$ cat config.mk
export PLATFORM = sky130hd
export DESIGN_NAME = multilevel_feedback_queue_scheduler
export DESIGN_NICKNAME = d
export VERILOG_FILES = /design/src/mfq_pkg.sv /design/src/multilevel_feedback_queue_scheduler.sv /design/src/mfq_ram.sv /design/src/mfq_ctrl.sv /design/src/mfq_dp.sv
export SDC_FILE = /design/constraint.sdc
export NUM_CORES = 2
export LEC_CHECK = 0
export BUFFER_PORTS_ARGS = -buffer_cell sky130_fd_sc_hd__buf_2
export CORE_MARGIN = 1
export CORE_UTILIZATION = 50
export DETAILED_ROUTE_END_ITERATION = 8
export PLACE_DENSITY = 0.69
export REMOVE_ABC_BUFFERS = 1
export SETUP_SLACK_MARGIN = 0.05
export SYNTH_ARGS = -nofsm -noshare
export SYNTH_HDL_FRONTEND = slang
export SYNTH_SLANG_ARGS = --single-unit
$ cat constraint.sdc
create_clock -name clk -period 6.1 [get_ports clk]
set_input_delay 0 -clock clk [delete_from_list [all_inputs] [get_ports clk]]
set_output_delay 0 -clock clk [all_outputs]
set_load 0.1 [all_outputs]
$ cat src/mfq_pkg.sv
// ----------------------------------------------------------------------------
// mfq_pkg
// Shared types and constants of the multilevel feedback queue scheduler.
// ----------------------------------------------------------------------------
package mfq_pkg;

  localparam int SLOT_COUNT_DEF  = 16;
  localparam int LEVEL_COUNT_DEF = 4;

  localparam int QW = 30;   // quantum, burst and io wait width
  localparam int TW = 48;   // time width

  localparam logic [QW-1:0] QUANTUM0_RST = 30'd10000;
  localparam logic [QW-1:0] QUANTUM1_RST = 30'd20000;
  localparam logic [QW-1:0] QUANTUM2_RST = 30'd40000;
  localparam logic [QW-1:0] QUANTUM3_RST = 30'd60000;

  // operation codes
  localparam logic [1:0] OP_ADMIT    = 2'd0;
  localparam logic [1:0] OP_DISPATCH = 2'd1;
  localparam logic [1:0] OP_OUTCOME  = 2'd2;
  localparam logic [1:0] OP_TICK     = 2'd3;

  // run outcome codes
  localparam logic [1:0] OC_READY   = 2'd0;
  localparam logic [1:0] OC_BLOCKED = 2'd1;
  localparam logic [1:0] OC_EXITED  = 2'd2;
  localparam logic [1:0] OC_NONE    = 2'd3;

  // result status codes
  localparam logic [1:0] ST_DONE    = 2'd0;
  localparam logic [1:0] ST_IDLE    = 2'd1;
  localparam logic [1:0] ST_FULL    = 2'd2;
  localparam logic [1:0] ST_NO_DISP = 2'd3;

  typedef struct packed {
    logic [1:0]    op;
    logic [7:0]    proc_id;
    logic [TW-1:0] now;
    logic [1:0]    outcome;
    logic [QW-1:0] burst;
    logic [QW-1:0] io_wait;
  } in_t;

  typedef struct packed {
    logic [1:0]    status;
    logic [3:0]    slot;
    logic [7:0]    out_proc_id;
    logic [1:0]    level;
    logic [QW-1:0] granted_quantum;
  } out_t;

  // controller to datapath
  typedef struct packed {
    logic load;
    logic read_a;
    logic read_b;
    logic commit;
  } cmd_t;

  // datapath to controller
  typedef struct packed {
    logic out_busy;
  } sts_t;

endpackage

$ cat src/multilevel_feedback_queue_scheduler.sv
// ----------------------------------------------------------------------------
// multilevel_feedback_queue_scheduler
// Multilevel feedback queue scheduler over a table of process slots.
// ----------------------------------------------------------------------------
// Each op word (admit, dispatch, run outcome, tick) yields exactly one result
// word. An op holds the block from acceptance through commit. The accepting
// edge latches the word. The read-A step reads the head of the ready or
// blocked queue RAM, the read-B step reads the slot's process id and wake
// time, and the commit step updates the queues and loads the result register.
// These chained registered RAM reads set the length of the sequence. The next
// word can be accepted at the edge after commit, so no new word is taken
// before the previous one has committed, but one is taken as soon as it has,
// even while its result still waits; commit stalls only while the result
// register is still full. Quanta may be written at any idle time.
module multilevel_feedback_queue_scheduler #(
  parameter int SLOT_COUNT  = mfq_pkg::SLOT_COUNT_DEF,
  parameter int LEVEL_COUNT = mfq_pkg::LEVEL_COUNT_DEF
) (
  input  logic                   clk,
  input  logic                   rst,
  input  logic                   in_valid,
  output logic                   in_ready,
  input  mfq_pkg::in_t           in_data,
  output logic                   out_valid,
  input  logic                   out_ready,
  output mfq_pkg::out_t          out_data,
  input  logic                   cfg_we,
  input  logic [1:0]             cfg_index,
  input  logic [mfq_pkg::QW-1:0] cfg_data
);
  import mfq_pkg::*;

  cmd_t cmd;
  sts_t sts;

  mfq_ctrl u_ctrl (
    .clk      (clk),
    .rst      (rst),
    .in_valid (in_valid),
    .in_ready (in_ready),
    .sts      (sts),
    .cmd      (cmd)
  );

  mfq_dp #(.SLOT_COUNT(SLOT_COUNT), .LEVEL_COUNT(LEVEL_COUNT)) u_dp (
    .clk       (clk),
    .rst       (rst),
    .in_data   (in_data),
    .cmd       (cmd),
    .sts       (sts),
    .out_valid (out_valid),
    .out_ready (out_ready),
    .out_data  (out_data),
    .cfg_we    (cfg_we),
    .cfg_index (cfg_index),
    .cfg_data  (cfg_data)
  );

`ifndef SYNTH
  // one word in flight: no accept right after an accept
  a_one_at_a_time: assert property (@(posedge clk) disable iff (rst)
    (in_valid && in_ready) |=> !in_ready)
    else $error("word accepted while another is in flight");

  // commit always presents a result
  a_commit_result: assert property (@(posedge clk) disable iff (rst)
    cmd.commit |=> out_valid)
    else $error("commit without result");

  // sequencer steps are exclusive
  a_cmd_onehot: assert property (@(posedge clk) disable iff (rst)
    $onehot0({cmd.load, cmd.read_a, cmd.read_b, cmd.commit}))
    else $error("overlapping sequencer commands");
`endif

endmodule

$ cat src/mfq_ram.sv
// ----------------------------------------------------------------------------
// mfq_ram
// Generic single write port, single read port RAM with registered read.
// ----------------------------------------------------------------------------
module mfq_ram #(
  parameter int WIDTH = 8,
  parameter int DEPTH = 16
) (
  input  logic                     clk,
  input  logic                     we,
  input  logic [$clog2(DEPTH)-1:0] waddr,
  input  logic [WIDTH-1:0]         wdata,
  input  logic                     re,
  input  logic [$clog2(DEPTH)-1:0] raddr,
  output logic [WIDTH-1:0]         rdata
);

  logic [WIDTH-1:0] mem [DEPTH];

  // write and registered read
  always_ff @(posedge clk) begin
    if (we) begin
      mem[waddr] <= wdata;
    end
    if (re) begin
      rdata <= mem[raddr];
    end
  end

endmodule

$ cat src/mfq_ctrl.sv
// ----------------------------------------------------------------------------
// mfq_ctrl
// Sequencer: accept a word, read queue store, read slot tables, commit.
// ----------------------------------------------------------------------------
module mfq_ctrl (
  input  logic          clk,
  input  logic          rst,
  input  logic          in_valid,
  output logic          in_ready,
  input  mfq_pkg::sts_t sts,
  output mfq_pkg::cmd_t cmd
);
  import mfq_pkg::*;

  localparam logic [1:0] S_IDLE = 2'd0;
  localparam logic [1:0] S_RDA  = 2'd1;
  localparam logic [1:0] S_RDB  = 2'd2;
  localparam logic [1:0] S_COMM = 2'd3;

  logic [1:0] state;
  logic [1:0] state_next;

  assign in_ready    = (state == S_IDLE);
  assign cmd.load    = in_valid && (state == S_IDLE);
  assign cmd.read_a  = (state == S_RDA);
  assign cmd.read_b  = (state == S_RDB);
  assign cmd.commit  = (state == S_COMM) && !sts.out_busy;

  // advance through the steps, hold in commit while the output is full
  always_comb begin
    state_next = state;
    case (state)
      S_IDLE: if (cmd.load) state_next = S_RDA;
      S_RDA:  state_next = S_RDB;
      S_RDB:  state_next = S_COMM;
      S_COMM: if (cmd.commit) state_next = S_IDLE;
      default: state_next = S_IDLE;
    endcase
  end

  always_ff @(posedge clk) begin
    if (rst) begin
      state <= S_IDLE;
    end else begin
      state <= state_next;
    end
  end

endmodule

$ cat src/mfq_dp.sv
// ----------------------------------------------------------------------------
// mfq_dp
// Scheduler datapath: slot map, queue pointers, queue and slot RAMs, result.
// ----------------------------------------------------------------------------
module mfq_dp #(
  parameter int SLOT_COUNT  = mfq_pkg::SLOT_COUNT_DEF,
  parameter int LEVEL_COUNT = mfq_pkg::LEVEL_COUNT_DEF
) (
  input  logic                    clk,
  input  logic                    rst,
  input  mfq_pkg::in_t            in_data,
  input  mfq_pkg::cmd_t           cmd,
  output mfq_pkg::sts_t           sts,
  output logic                    out_valid,
  input  logic                    out_ready,
  output mfq_pkg::out_t           out_data,
  input  logic                    cfg_we,
  input  logic [1:0]              cfg_index,
  input  logic [mfq_pkg::QW-1:0]  cfg_data
);
  import mfq_pkg::*;

  localparam int HW  = $clog2(SLOT_COUNT);
  localparam int CW  = $clog2(SLOT_COUNT + 1);
  localparam int PW  = CW + 1;
  localparam int LW  = (LEVEL_COUNT > 1) ? $clog2(LEVEL_COUNT) : 1;
  localparam int RQD = LEVEL_COUNT * SLOT_COUNT;
  localparam int RAW = $clog2(RQD);
  localparam logic [CW-1:0] CNT_FULL = CW'(SLOT_COUNT);

  // registers
  in_t              in_q;
  logic [SLOT_COUNT-1:0] used;
  logic [CW-1:0]    cnt [LEVEL_COUNT];
  logic [HW-1:0]    head [LEVEL_COUNT];
  logic [HW-1:0]    blk_head;
  logic [CW-1:0]    blk_cnt;
  logic [LW-1:0]    dl;
  logic             pending;
  logic [QW-1:0]    quantum [4];
  logic [HW-1:0]    s_q;

  // RAM ports
  logic             rq_we, rq_re;
  logic [RAW-1:0]   rq_waddr, rq_raddr;
  logic [HW-1:0]    rq_rdata;
  logic             bq_we;
  logic [HW-1:0]    bq_waddr;
  logic [HW-1:0]    bq_rdata;
  logic             pid_we;
  logic [7:0]       pid_rdata;
  logic             wk_we;
  logic [TW-1:0]    wk_wdata, wk_rdata;

  // combinational helpers
  logic             any_free;
  logic [HW-1:0]    free_s;
  logic             any_ready;
  logic [LW-1:0]    lvl_sel;
  logic [LW-1:0]    rd_lvl;
  logic [HW-1:0]    s_b;
  logic             oc_ok;
  logic [LW-1:0]    nl;
  logic [LW-1:0]    push_lvl;
  logic             push_ok;
  logic [HW-1:0]    push_pos;
  logic [HW-1:0]    blk_tail;
  logic             tick_ok;
  logic [TW+1:0]    wake_sum;
  logic [HW-1:0]    head_dl_inc;
  out_t             res;

  // wrap (a + b) into the slot range, a and b below the slot count plus one
  function automatic logic [HW-1:0] wrap_add(input logic [HW-1:0] a, input logic [CW-1:0] b);
    logic [PW-1:0] sum;
    sum = PW'(a) + PW'(b);
    if (sum >= PW'(SLOT_COUNT)) begin
      sum = sum - PW'(SLOT_COUNT);
    end
    return HW'(sum);
  endfunction

  function automatic logic [RAW-1:0] rq_addr(input logic [LW-1:0] l, input logic [HW-1:0] p);
    return RAW'(32'(l) * SLOT_COUNT + 32'(p));
  endfunction

  function automatic logic [QW-1:0] quantum_of(input logic [LW-1:0] l,
                                               input logic [QW-1:0] q0,
                                               input logic [QW-1:0] q1,
                                               input logic [QW-1:0] q2,
                                               input logic [QW-1:0] q3);
    logic [QW-1:0] q;
    case (32'(l))
      0: q = q0;
      1: q = q1;
      2: q = q2;
      default: q = q3;
    endcase
    return q;
  endfunction

  // lowest free slot
  always_comb begin
    any_free = 1'b0;
    free_s   = '0;
    for (int i = SLOT_COUNT - 1; i >= 0; i--) begin
      if (!used[i]) begin
        any_free = 1'b1;
        free_s   = HW'(i);
      end
    end
  end

  // highest priority non-empty level
  always_comb begin
    any_ready = 1'b0;
    lvl_sel   = '0;
    for (int i = LEVEL_COUNT - 1; i >= 0; i--) begin
      if (cnt[i] != '0) begin
        any_ready = 1'b1;
        lvl_sel   = LW'(i);
      end
    end
  end

  // first read: queue heads
  assign rd_lvl   = (in_q.op == OP_DISPATCH) ? lvl_sel : dl;
  assign rq_re    = cmd.read_a;
  assign rq_raddr = rq_addr(rd_lvl, head[rd_lvl]);

  // second read: slot tables at the slot just read
  assign s_b = (in_q.op == OP_TICK) ? bq_rdata : rq_rdata;

  // decisions taken at commit
  assign oc_ok   = pending && (cnt[dl] != '0) && (in_q.outcome != OC_NONE);
  assign tick_ok = (blk_cnt != '0) && !(wk_rdata > in_q.now);

  always_comb begin
    nl = dl;
    if ((in_q.burst >= quantum_of(dl, quantum[0], quantum[1], quantum[2], quantum[3]))
        && (32'(dl) + 1 < LEVEL_COUNT)) begin
      nl = LW'(32'(dl) + 1);
    end
  end

  assign push_lvl = (in_q.op == OP_OUTCOME) ? nl : '0;
  // popping and pushing the same level leaves the tail where it was
  assign push_pos = wrap_add(head[push_lvl], cnt[push_lvl]);
  assign push_ok  = (push_lvl == dl && in_q.op == OP_OUTCOME) ? 1'b1
                                                              : (cnt[push_lvl] < CNT_FULL);
  assign head_dl_inc = (32'(head[dl]) == SLOT_COUNT - 1) ? '0 : head[dl] + 1'b1;
  assign blk_tail    = wrap_add(blk_head, blk_cnt);

  // saturating wake time
  assign wake_sum = (TW+2)'(in_q.now) + (TW+2)'(in_q.io_wait) + (TW+2)'(in_q.burst);
  assign wk_wdata = (wake_sum > (TW+2)'({TW{1'b1}})) ? {TW{1'b1}} : TW'(wake_sum);

  // RAM writes at commit
  always_comb begin
    rq_we    = 1'b0;
    bq_we    = 1'b0;
    pid_we   = 1'b0;
    wk_we    = 1'b0;
    rq_waddr = rq_addr(push_lvl, push_pos);
    bq_waddr = blk_tail;
    if (cmd.commit) begin
      case (in_q.op)
        OP_ADMIT: begin
          pid_we = any_free;
          rq_we  = any_free && push_ok;
        end
        OP_OUTCOME: begin
          rq_we = oc_ok && (in_q.outcome == OC_READY) && push_ok;
          wk_we = oc_ok && (in_q.outcome == OC_BLOCKED);
          bq_we = oc_ok && (in_q.outcome == OC_BLOCKED) && (blk_cnt < CNT_FULL);
        end
        OP_TICK: begin
          rq_we = tick_ok && push_ok;
        end
        default: begin
          rq_we = 1'b0;
        end
      endcase
    end
  end

  // result word
  always_comb begin
    res = '0;
    case (in_q.op)
      OP_ADMIT: begin
        if (any_free) begin
          res.status      = ST_DONE;
          res.slot        = 4'(free_s);
          res.out_proc_id = in_q.proc_id;
        end else begin
          res.status = ST_FULL;
        end
      end
      OP_DISPATCH: begin
        if (any_ready) begin
          res.status          = ST_DONE;
          res.slot            = 4'(s_q);
          res.out_proc_id     = pid_rdata;
          res.level           = 2'(lvl_sel);
          res.granted_quantum = quantum_of(lvl_sel, quantum[0], quantum[1],
                                           quantum[2], quantum[3]);
        end else begin
          res.status = ST_IDLE;
        end
      end
      OP_OUTCOME: begin
        if (!pending || cnt[dl] == '0) begin
          res.status = ST_NO_DISP;
        end else if (in_q.outcome == OC_NONE) begin
          res.status = ST_IDLE;
        end else begin
          res.status      = ST_DONE;
          res.slot        = 4'(s_q);
          res.out_proc_id = pid_rdata;
          res.level       = (in_q.outcome == OC_READY) ? 2'(nl) : 2'(dl);
        end
      end
      default: begin
        if (tick_ok) begin
          res.status      = ST_DONE;
          res.slot        = 4'(s_q);
          res.out_proc_id = pid_rdata;
        end else begin
          res.status = ST_IDLE;
        end
      end
    endcase
  end

  assign sts.out_busy = out_valid && !out_ready;

  // payload registers
  always_ff @(posedge clk) begin
    if (cmd.load) begin
      in_q <= in_data;
    end
    if (cmd.read_b) begin
      s_q <= s_b;
    end
    if (cmd.commit) begin
      out_data <= res;
    end
  end

  // control state: slot map, queue pointers, dispatch record, quanta
  always_ff @(posedge clk) begin
    if (rst) begin
      used      <= '0;
      blk_head  <= '0;
      blk_cnt   <= '0;
      dl        <= '0;
      pending   <= 1'b0;
      out_valid <= 1'b0;
      quantum[0] <= QUANTUM0_RST;
      quantum[1] <= QUANTUM1_RST;
      quantum[2] <= QUANTUM2_RST;
      quantum[3] <= QUANTUM3_RST;
      for (int i = 0; i < LEVEL_COUNT; i++) begin
        cnt[i]  <= '0;
        head[i] <= '0;
      end
    end else begin
      if (cfg_we) begin
        quantum[cfg_index] <= cfg_data;
      end
      if (out_valid && out_ready) begin
        out_valid <= 1'b0;
      end
      if (cmd.commit) begin
        out_valid <= 1'b1;
        case (in_q.op)
          OP_ADMIT: begin
            if (any_free) begin
              used[free_s] <= 1'b1;
              if (push_ok) begin
                cnt[0] <= cnt[0] + 1'b1;
              end
            end
          end
          OP_DISPATCH: begin
            if (any_ready) begin
              pending <= 1'b1;
              dl      <= lvl_sel;
            end
          end
          OP_OUTCOME: begin
            if (oc_ok) begin
              pending  <= 1'b0;
              head[dl] <= head_dl_inc;
              if (in_q.outcome == OC_READY) begin
                if (nl != dl) begin
                  cnt[dl] <= cnt[dl] - 1'b1;
                  if (push_ok) begin
                    cnt[nl] <= cnt[nl] + 1'b1;
                  end
                end
              end else begin
                cnt[dl] <= cnt[dl] - 1'b1;
                if (in_q.outcome == OC_BLOCKED) begin
                  if (blk_cnt < CNT_FULL) begin
                    blk_cnt <= blk_cnt + 1'b1;
                  end
                end else begin
                  used[s_q] <= 1'b0;
                end
              end
            end
          end
          default: begin
            if (tick_ok) begin
              blk_head <= (32'(blk_head) == SLOT_COUNT - 1) ? '0 : blk_head + 1'b1;
              blk_cnt  <= blk_cnt - 1'b1;
              if (push_ok) begin
                cnt[0] <= cnt[0] + 1'b1;
              end
            end
          end
        endcase
      end
    end
  end

  // ready queue store, one ring of slot entries per level
  mfq_ram #(.WIDTH(HW), .DEPTH(RQD)) u_rq_ram (
    .clk   (clk),
    .we    (rq_we),
    .waddr (rq_waddr),
    .wdata (in_q.op == OP_ADMIT ? free_s : s_q),
    .re    (rq_re),
    .raddr (rq_raddr),
    .rdata (rq_rdata)
  );

  // blocked queue store
  mfq_ram #(.WIDTH(HW), .DEPTH(SLOT_COUNT)) u_bq_ram (
    .clk   (clk),
    .we    (bq_we),
    .waddr (bq_waddr),
    .wdata (s_q),
    .re    (cmd.read_a),
    .raddr (blk_head),
    .rdata (bq_rdata)
  );

  // process id per slot
  mfq_ram #(.WIDTH(8), .DEPTH(SLOT_COUNT)) u_pid_ram (
    .clk   (clk),
    .we    (pid_we),
    .waddr (free_s),
    .wdata (in_q.proc_id),
    .re    (cmd.read_b),
    .raddr (s_b),
    .rdata (pid_rdata)
  );

  // wake time per slot
  mfq_ram #(.WIDTH(TW), .DEPTH(SLOT_COUNT)) u_wk_ram (
    .clk   (clk),
    .we    (wk_we),
    .waddr (s_q),
    .wdata (wk_wdata),
    .re    (cmd.read_b),
    .raddr (s_b),
    .rdata (wk_rdata)
  );

endmodule

==> flow_metrics.py <==
metrics = {
    "status": {
        "outcome": "finished, violations left",
        "failed_checks": "design-rule violations",
    },
    "cells_and_area": {
        "syn2layout_area_growth_pct": 17.6,
        "finalNetCount": 6647,
        "mostFrequentLayoutCell": "edfxtp_1",
        "fillers": 11000,
        "final_cell_mix": "edfxtp_1 (1,606), nand2_1 (1,269), nand3_1 (565)",
        "drive_gt1_frac": 0.134,
        "multi_input_area_um2": 22800,
        "regArea_um2": 48900,
    },
    "power": {
        "pwr-share-comb": 0.334,
        "p_seq_frac": 0.411,
        "internal-power_mw": 25.9,
        "clkPwrFrac": 0.255,
        "leakage_nw": 30.5,
        "switching_share": 0.353,
        "powerDensity_nw_per_um2": 467,
        "p_total_mw": 40.0,
        "ir_worst_vdd_mv": 0.349,
        "netSwitchingPower_mw": 14.1,
    },
    "routing": {
        "drt_iter0_markers": 5860,
        "drtAntennaViolNets": 0,
        "vias": 50000,
        "postRouteWirelength_um": 202000,
        "wire_per_inst_um": 24.2,
        "avgViaCountPerCell": 5.98,
        "first_pass_iters": 9,
        "drc": 4,
    },
    "hold_path": {
        "hp-class": "input pin to register",
    },
    "timing": {
        "post-route-period-util": 0.953,
        "worst_clock_skew_ns": 0.0334,
        "fin_hold_ws_ns": 0.0679,
        "period_minus_slack_ns": 5.81,
        "setup_viol": 0,
        "fmax_ghz": 0.172,
        "grt_setup_unrepaired": "yes",
        "slew_headroom": 0.273,
        "tns_ns": 0,
        "worst_pin_slew_ns": 1.08,
        "hold_viol": 0,
        "report.final.slew_viol_count": 0,
    },
    "yosys": {
        "synthFlopType": "edfxtp_1",
        "synth_seq_cells": 1639,
        "ys_warn_count": 0,
        "synth_edf_count": 1606,
        "async_flop_share": 0,
        "synth.distinct_cells": 92,
        "syn_inst": 5791,
        "avgSynthCellArea_um2": 12.6,
        "ys_seq_area_frac": 0.671,
        "synth_area_um2": 72900,
    },
    "floorplan": {
        "dieArea_um2": 147000,
        "start_util": 0.505,
        "io_pins": 205,
        "die_y_um": 384,
        "core_um2": 144000,
        "die_w_um": 384,
        "num_rows": 139,
    },
    "setup_path": {
        "crit_top_cell": "buf_4",
        "crit_path_max_fanout": 16,
        "cp-start-kind": "register",
        "cp.required_ns": 6.62,
        "arrival_ns": 6.34,
        "cp_num_buf_inv": 4,
        "cp_top_family": "simple AND/OR/NAND/NOR gates",
        "slowest_delay_ns": 0.59,
        "endpoint_kind": "register",
        "crit_slowest_cell": "or4_4",
        "path_class": "register to register",
    },
    "grt": {
        "use_met1": 0.365,
        "grt_usage": 0.272,
        "grt_start_max_net_pins": 137,
        "gr-max-usage-layer": "met2",
        "grt_first_pass_wirelength_um": 302000,
        "met3_usage": 0.0465,
        "overflow": 0,
        "grt_pass1_vias": 48700,
        "grt_util_met2": 0.444,
        "antenna_found_initial": 5,
    },
    "clock_network": {
        "h-tree-depth": 4,
        "cts_max_path_buffers": 3,
        "cts_tree": "yes",
        "numCtsBuffers": 167,
        "root_buffer": "clkbuf_16",
        "cts_sinks": 1639,
        "path_clk_slew_ns": 0.06,
        "clk_latency_ns": 0.81,
    },
    "placed_design": {
        "gp_congestion": 0.953,
        "portBuffers": 204,
        "dpl.hpwl_um": 120000,
    },
    "job": {
        "cap_violations": 0,
    },
}
[worst min-delay path, cell delays in order]
cell and delay (ns):
dlygate4sd3_1 0.52, buf_2 0.13, nand2b_1 0.10
[cell usage after synthesis (72+ instances only)]
cell type / instances / area share
and3_1: 72 / 0.0062
o21ai_0: 134 / 0.0092
a21oi_1: 155 / 0.011
inv_1: 103 / 0.0053
clkbuf_1: 272 / 0.014
ha_1: 168 / 0.029
nor2_1: 226 / 0.012
edfxtp_1: 1606 / 0.66
nand2_1: 1270 / 0.065
a311oi_1: 116 / 0.014
and2_1: 109 / 0.0094
nand3_1: 565 / 0.039
a31oi_1: 73 / 0.0063
mux2i_1: 107 / 0.015
[final cells by class]
class	instances	area share
antenna	2	0.0000584
clock buffer	199	0.0517
clock inverter	106	0.0118
inverter	110	0.00501
multi-input combinational	3720	0.266
sequential	1639	0.571
tap	1903	0.0278
timing repair buffer	679	0.0669
[power by group through the flow]
stage / Clock (mW) / Combinational (mW) / Sequential, mW
final: 10.2 / 13.4 / 16.5
after global routing: 10.7 / 14.5 / 16.5
after CTS: 10.3 / 13.1 / 16.4
after detailed placement: 0 / 12.9 / 16.7
after global placement: 0 / 12.6 / 16.7
after floorplan: 0 / 7.80 / 16.7
[kinds of logic (layout without fill, tap and decap cells)]
group / count (synthesis) / in the layout / synth area share
buffers and inverters: 432 / 1094 / 0.0244
muxes: 179 / 179 / 0.0361
DFF: 1639 / 1639 / 0.671
adders and majority gates: 173 / 173 / 0.0302
xor gates and xnor gates: 105 / 105 / 0.0129
and+or+nand+nor: 2518 / 2518 / 0.156
other: 0 / 2 / 0
AOI/OAI and AO/OA: 745 / 745 / 0.0695
[per-stage QoR]
step	setup WS, ns	instance area [um^2]	instances	utilization
6_report	0.285	85700	8358	0.594
2_1_floorplan	-33.42	71500	5469	-
3_3_place_gp	-0.182	77000	7762	0.534
3_5_place_dp	-0.306	77000	7762	0.534
4_1_cts	0.0557	85300	8348	0.591
5_1_grt	-0.0341	85700	8358	0.594
[metal layers]
metal,vias to the layer above,wire length [um]
li1,22600,-
met4,0,7700
met3,410,17300
met1,24700,79600
met2,2334,97600
met5,-,0
[state kept, by name, indices dropped and copies added, names as in the netlist, 46 cells and up, named ones only]
register and count:
u_dp.u_wk_ram.mem 768, u_dp.u_bq_ram.mem 64, u_dp.u_rq_ram.mem 256, u_dp.quantum 120
u_dp.in_q 120, u_dp.u_wk_ram.rdata 48, u_dp.u_pid_ram.mem 128, u_dp.out_data 46
[final timing paths]
kind              depth (start not counted)  slack (ns)                       end           from
hold / removal                            3        0.07        u_dp.quantum[0][4]    cfg_data[4]
setup / recovery                         27        0.29  u_dp.u_wk_ram.mem[6][44]  u_dp.in_q[62]
hold reg to reg                           2        0.49             u_dp.used[14]  u_dp.used[14]
setup reg to reg                         27        0.29  u_dp.u_wk_ram.mem[6][44]  u_dp.in_q[62]
[what timing repair did]
item	in CTS	in global routing
gates cloned	0	0
hold endpoints to repair	279	0
setup endpoints to repair	234	1024
resized for setup	13	71
setup buffers	0	8
hold buffers	281	0
pin swaps	0	6
(Power assumes the default switching activity.)
